## config.mk

```make
export PLATFORM = sky130hd
export DESIGN_NAME = sspfa_ram
export DESIGN_NICKNAME = d
export VERILOG_FILES = /design/src/hw/rtl/sspfa_ram.sv
export SDC_FILE = /design/constraint.sdc
export NUM_CORES = 1
export LEC_CHECK = 0
export BUFFER_PORTS_ARGS = -buffer_cell sky130_fd_sc_hd__buf_2
export CAP_MARGIN = 20
export CORE_UTILIZATION = 35
export DETAILED_ROUTE_END_ITERATION = 8
export PLACE_DENSITY = 0.58
export SLEW_MARGIN = 0
export SYNTH_ARGS = -nofsm -noshare
export SYNTH_HDL_FRONTEND = slang
export SYNTH_SLANG_ARGS = --single-unit
```

## constraint.sdc

```tcl
create_clock -name clock -period 2.2 [get_ports clock]
set_input_delay 0.44 -clock clock [delete_from_list [all_inputs] [get_ports clock]]
set_output_delay 0.44 -clock clock [all_outputs]
set_load 0.05 [all_outputs]
```

## src/hw/rtl/sspfa_ram.sv

```systemverilog
// Generic simple dual-port RAM with registered read.
`default_nettype none
module sspfa_ram #(
   parameter int WIDTH = 8,
   parameter int DEPTH = 16
) (
   input  wire logic                     clock,
   input  wire logic                     we,
   input  wire logic [$clog2(DEPTH)-1:0] waddr,
   input  wire logic [WIDTH-1:0]         wdata,
   input  wire logic                     re,
   input  wire logic [$clog2(DEPTH)-1:0] raddr,
   output logic      [WIDTH-1:0]         rdata
);

   logic [WIDTH-1:0] mem_ff [DEPTH];
   logic [WIDTH-1:0] rdata_ff;

   always_ff @(posedge clock) begin
      if (we) begin
         mem_ff[waddr] <= wdata;
      end
      if (re) begin
         rdata_ff <= mem_ff[raddr];
      end
   end

   assign rdata = rdata_ff;

endmodule
`default_nettype wire

```

# Yosys cells after proc, flatten, opt, wreduce, memory -nomap -nowiden
# Memories as Yosys holds them, arrays and structs flattened. A register that Yosys moved wholly into a read port is not among the register bits.
# Index checks and enable logic that the tools add are counted.
# op_classes
muxes,2
# op_table
op,n
1-bit two-way mux,2
# word_totals
ff_bits,0
ramBits,128
in_bits,19
output_inout_bits,8
mem_count,1
# mem_list
name,words,word_bits,rd,rd_clocked_by_memory_dff,write_ports,line,rtl
mem_ff,16,8,1,1,1,16,logic [WIDTH-1:0] mem_ff [DEPTH];

# Depth between registers and ports, before layout
# depth
depth_word,2
mapped_depth,5

# Worst setup path before layout
# OpenSTA, ideal clock, no wires.
# synth_path
kind,in2reg
startpoint,input waddr[2]
endpoint,"memory mem_ff[0][0], enable pin"
setup_ps,383
arrival_ps,1550
t_required_ps,1817
slack_ps,267
cell_stages,2
path_buffers,0
cell_sequence,or3b_2 nor3_1
# synth_rtl
element,line,rtl
from (decl),9,"input wire logic [$clog2(DEPTH)-1:0] waddr,"
to (decl),16,
# No word-level cell before the write port.

==> impl_metrics.yaml <==
clock_tree:
  clk_latency_ns: 0.42
  ctsResizeCount: 0
  postCtsSetupBuffers: 0
  cts_root_buf: "clkbuf_16"
  cts_max_path_buffers: 2
  clkSinkCount: 136
  cts_tree: "yes"
  holdBufCountCts: 0
  htreeDepth: 4
  clkTransAtPathRegs_ns: 0.05
  cts_buffers: 17
setup_path:
  path_cells: "buf_2, buf_12, mux4_1, a22oi_1, nand2_1"
  crit_type: "input pin to flop"
  worstPathArrival_ns: 1.71
  startpoint_type: "input pin"
  cpLargestDelayFamily: "multiplexers"
  cp-end-kind: "flop"
  cp_slowest_cell: "mux4_1"
  critical_path_buf_inv_count: 2
  critPathMaxFanout: 26
  slowest_delay_ns: 0.57
  crit_required_ns: 2.36
layout:
  layout-drive-gt1-share: 0.3020
  final_nets: 307
  fin_area_mm2: 0.006197
  areaGrowthSynthToFinish_pct: 18.55
yosys:
  ys_seq_area_frac: 0.7812
  ys_ff_latch: 136
  ys_types: 18
  synth_area_mm2: 0.005228
  syn_area_per_cell_um2: 22.83
  yosysWarnings: 0
  synth_fp_nets: 248
  syn_inst: 229
grt:
  grt_pass1_wl_um: 15620
  grt_max_degree: 27
  track_usage: 0.1445
  first_global_vias: 2626
  grt-ovfl-total: 0
  antenna_found_initial: 2
timing:
  setup_tns_ns: 0
  whs_ns: 0.3911
  rsz0062_at_grt: "no"
  finalClockSkew_ns: 0.006121
  period_needed_ns: 1.550
  slew_headroom: 0.6697
  finalSetupViolCount: 0
  tightest_slew_ns: 0.4955
  slew_violations: 0
  fin_crit_sh: 0.7045
  fmax_mhz: 645.2
  worst_slack_ns: 0.6501
  hold_viol: 0
power_and_ir_drop:
  seqPwrFrac: 0.527
  netSwitchingFraction: 0.2051
  p_leak_nw: 2.085
  power_density_mw_per_mm2: 899.9
  combPwrFrac: 0.056
  power_frac_clock: 0.417
  p_int_w: 0.004433
  switchingPower_w: 0.001144
  vdd_drop_max_mv: 0.5982
floorplan:
  die_h_um: 124.2
  die-area_mm2: 0.01543
  fp.dieW_um: 124.2
  core-area_mm2: 0.01453
  row_count: 44
  start_util: 0.3597
  io_pins: 27
drt:
  drt_iter0_drc: 178
  wl_per_cell_um: 20.79
  wirelength_um: 10040
  ant_nets: 0
  vias: 2433
  first_pass_iters: 5
  drcViolationCount: 0
  vias_per_cell: 5.037
job:
  maxCapViolCount: 0
min_path:
  min_path_type: "input pin to flop"
placed_design:
  gp_congestion: 0.7045
  hpwl_um: 6575
  place_area_mm2: 0.005719
  port_buffers: 26
  pre_cts_slack_ns: 0.1873
outcome:
  status: "completed"
[Yosys cell counts]
cell             number  area [µm²]
and2_1                1       6.260
a22oi_1              16       120.1
nor2b_1               1       6.260
nand2b_1              2       12.51
nor3_1                4       20.02
nand2_1               9       33.78
mux4_1               14       367.9
buf_4                 1       7.510
and2b_1               1       7.510
edfxtp_1            136        4084
buf_6                 3       33.78
buf_2                 3       15.01
nand3b_1              2       15.01
nand3_1               1       5.000
clkdlybuf4s25_2       3       30.03
nor2_1               13       48.80
mux4_2               18       405.4
or3b_2                1       8.760
[logic make-up after synthesis]
family / share of synthesized area
flops: 0.7812
compound gates: 0.02298
mux: 0.1479
simple gates: 0.03136
buf+inv: 0.01651
[registers in the layout, indices dropped and copies added (netlist names)]
signal  flops
mem_ff    128
rdata       8
[cells in the final DEF, fill, tap and decap left out, drive strengths merged]
cell type	n
nand2	9
and2	1
clkinv	8
diode	1
nor2	13
nand3	1
nor3	4
and2b	1
a22oi	16
nor2b	1
clkbuf	21
mux4	32
nand2b	2
edfxtp	136
or3b	1
nand3b	2
buf	50
[routing by layer]
layer | wire [µm] | track usage | up-vias | part of all wire
li1 | - | - | 1102 | -
met1 | 4583 | 0.1878 | 1244 | 0.46
met2 | 4627 | 0.2112 | 68 | 0.46
met3 | 681 | 0.06293 | 17 | 0.068
met4 | 139 | 0.05953 | 2 | 0.014
met5 | 11 | 0 | - | 0.0011
[worst paths after layout]
kind                 startpoint  endpoint  slack [ns]  cells after the start
hold reg to reg   mem_ff[11][3]  rdata[3]        0.75                      3
setup reg to reg   mem_ff[1][0]  rdata[0]        0.76                      3
hold / removal               re  rdata[1]        0.39                      1
setup / recovery       raddr[0]  rdata[3]        0.65                      5
[area by class of cell]
cell class                      count  area (µm²)
Clock inverter                      8       35.03
Timing Repair Buffer               50       347.8
Sequential cell                   136        4084
Tap cell                          184       230.2
Antenna cell                        1       2.502
Fill cell                        1319        8337
Clock buffer                       21       440.4
Multi-Input combinational cell     83        1057
[through the flow]
step / cells / total power [W] / utilization
final: 483 / 0.005577 / 0.4264
after detailed placement: 453 / 0.003312 / 0.3935
after CTS: 482 / 0.005633 / 0.4262
after global routing: 482 / 0.005754 / 0.4262
after global placement: 453 / 0.003304 / 0.3935
after floorplan: 229 / 0.003177 / -
[power by group through the flow]
stage	registers [W]	clock network [W]	logic [W]
2_1_floorplan	0.00303	0	0.000147
3_3_place_gp	0.00299	0	0.000316
3_5_place_dp	0.00299	0	0.000322
4_1_cts	0.00294	0.00237	0.000322
5_1_grt	0.00294	0.00247	0.000342
6_report	0.00294	0.00232	0.000315
Power figures use the tool's default switching activity.
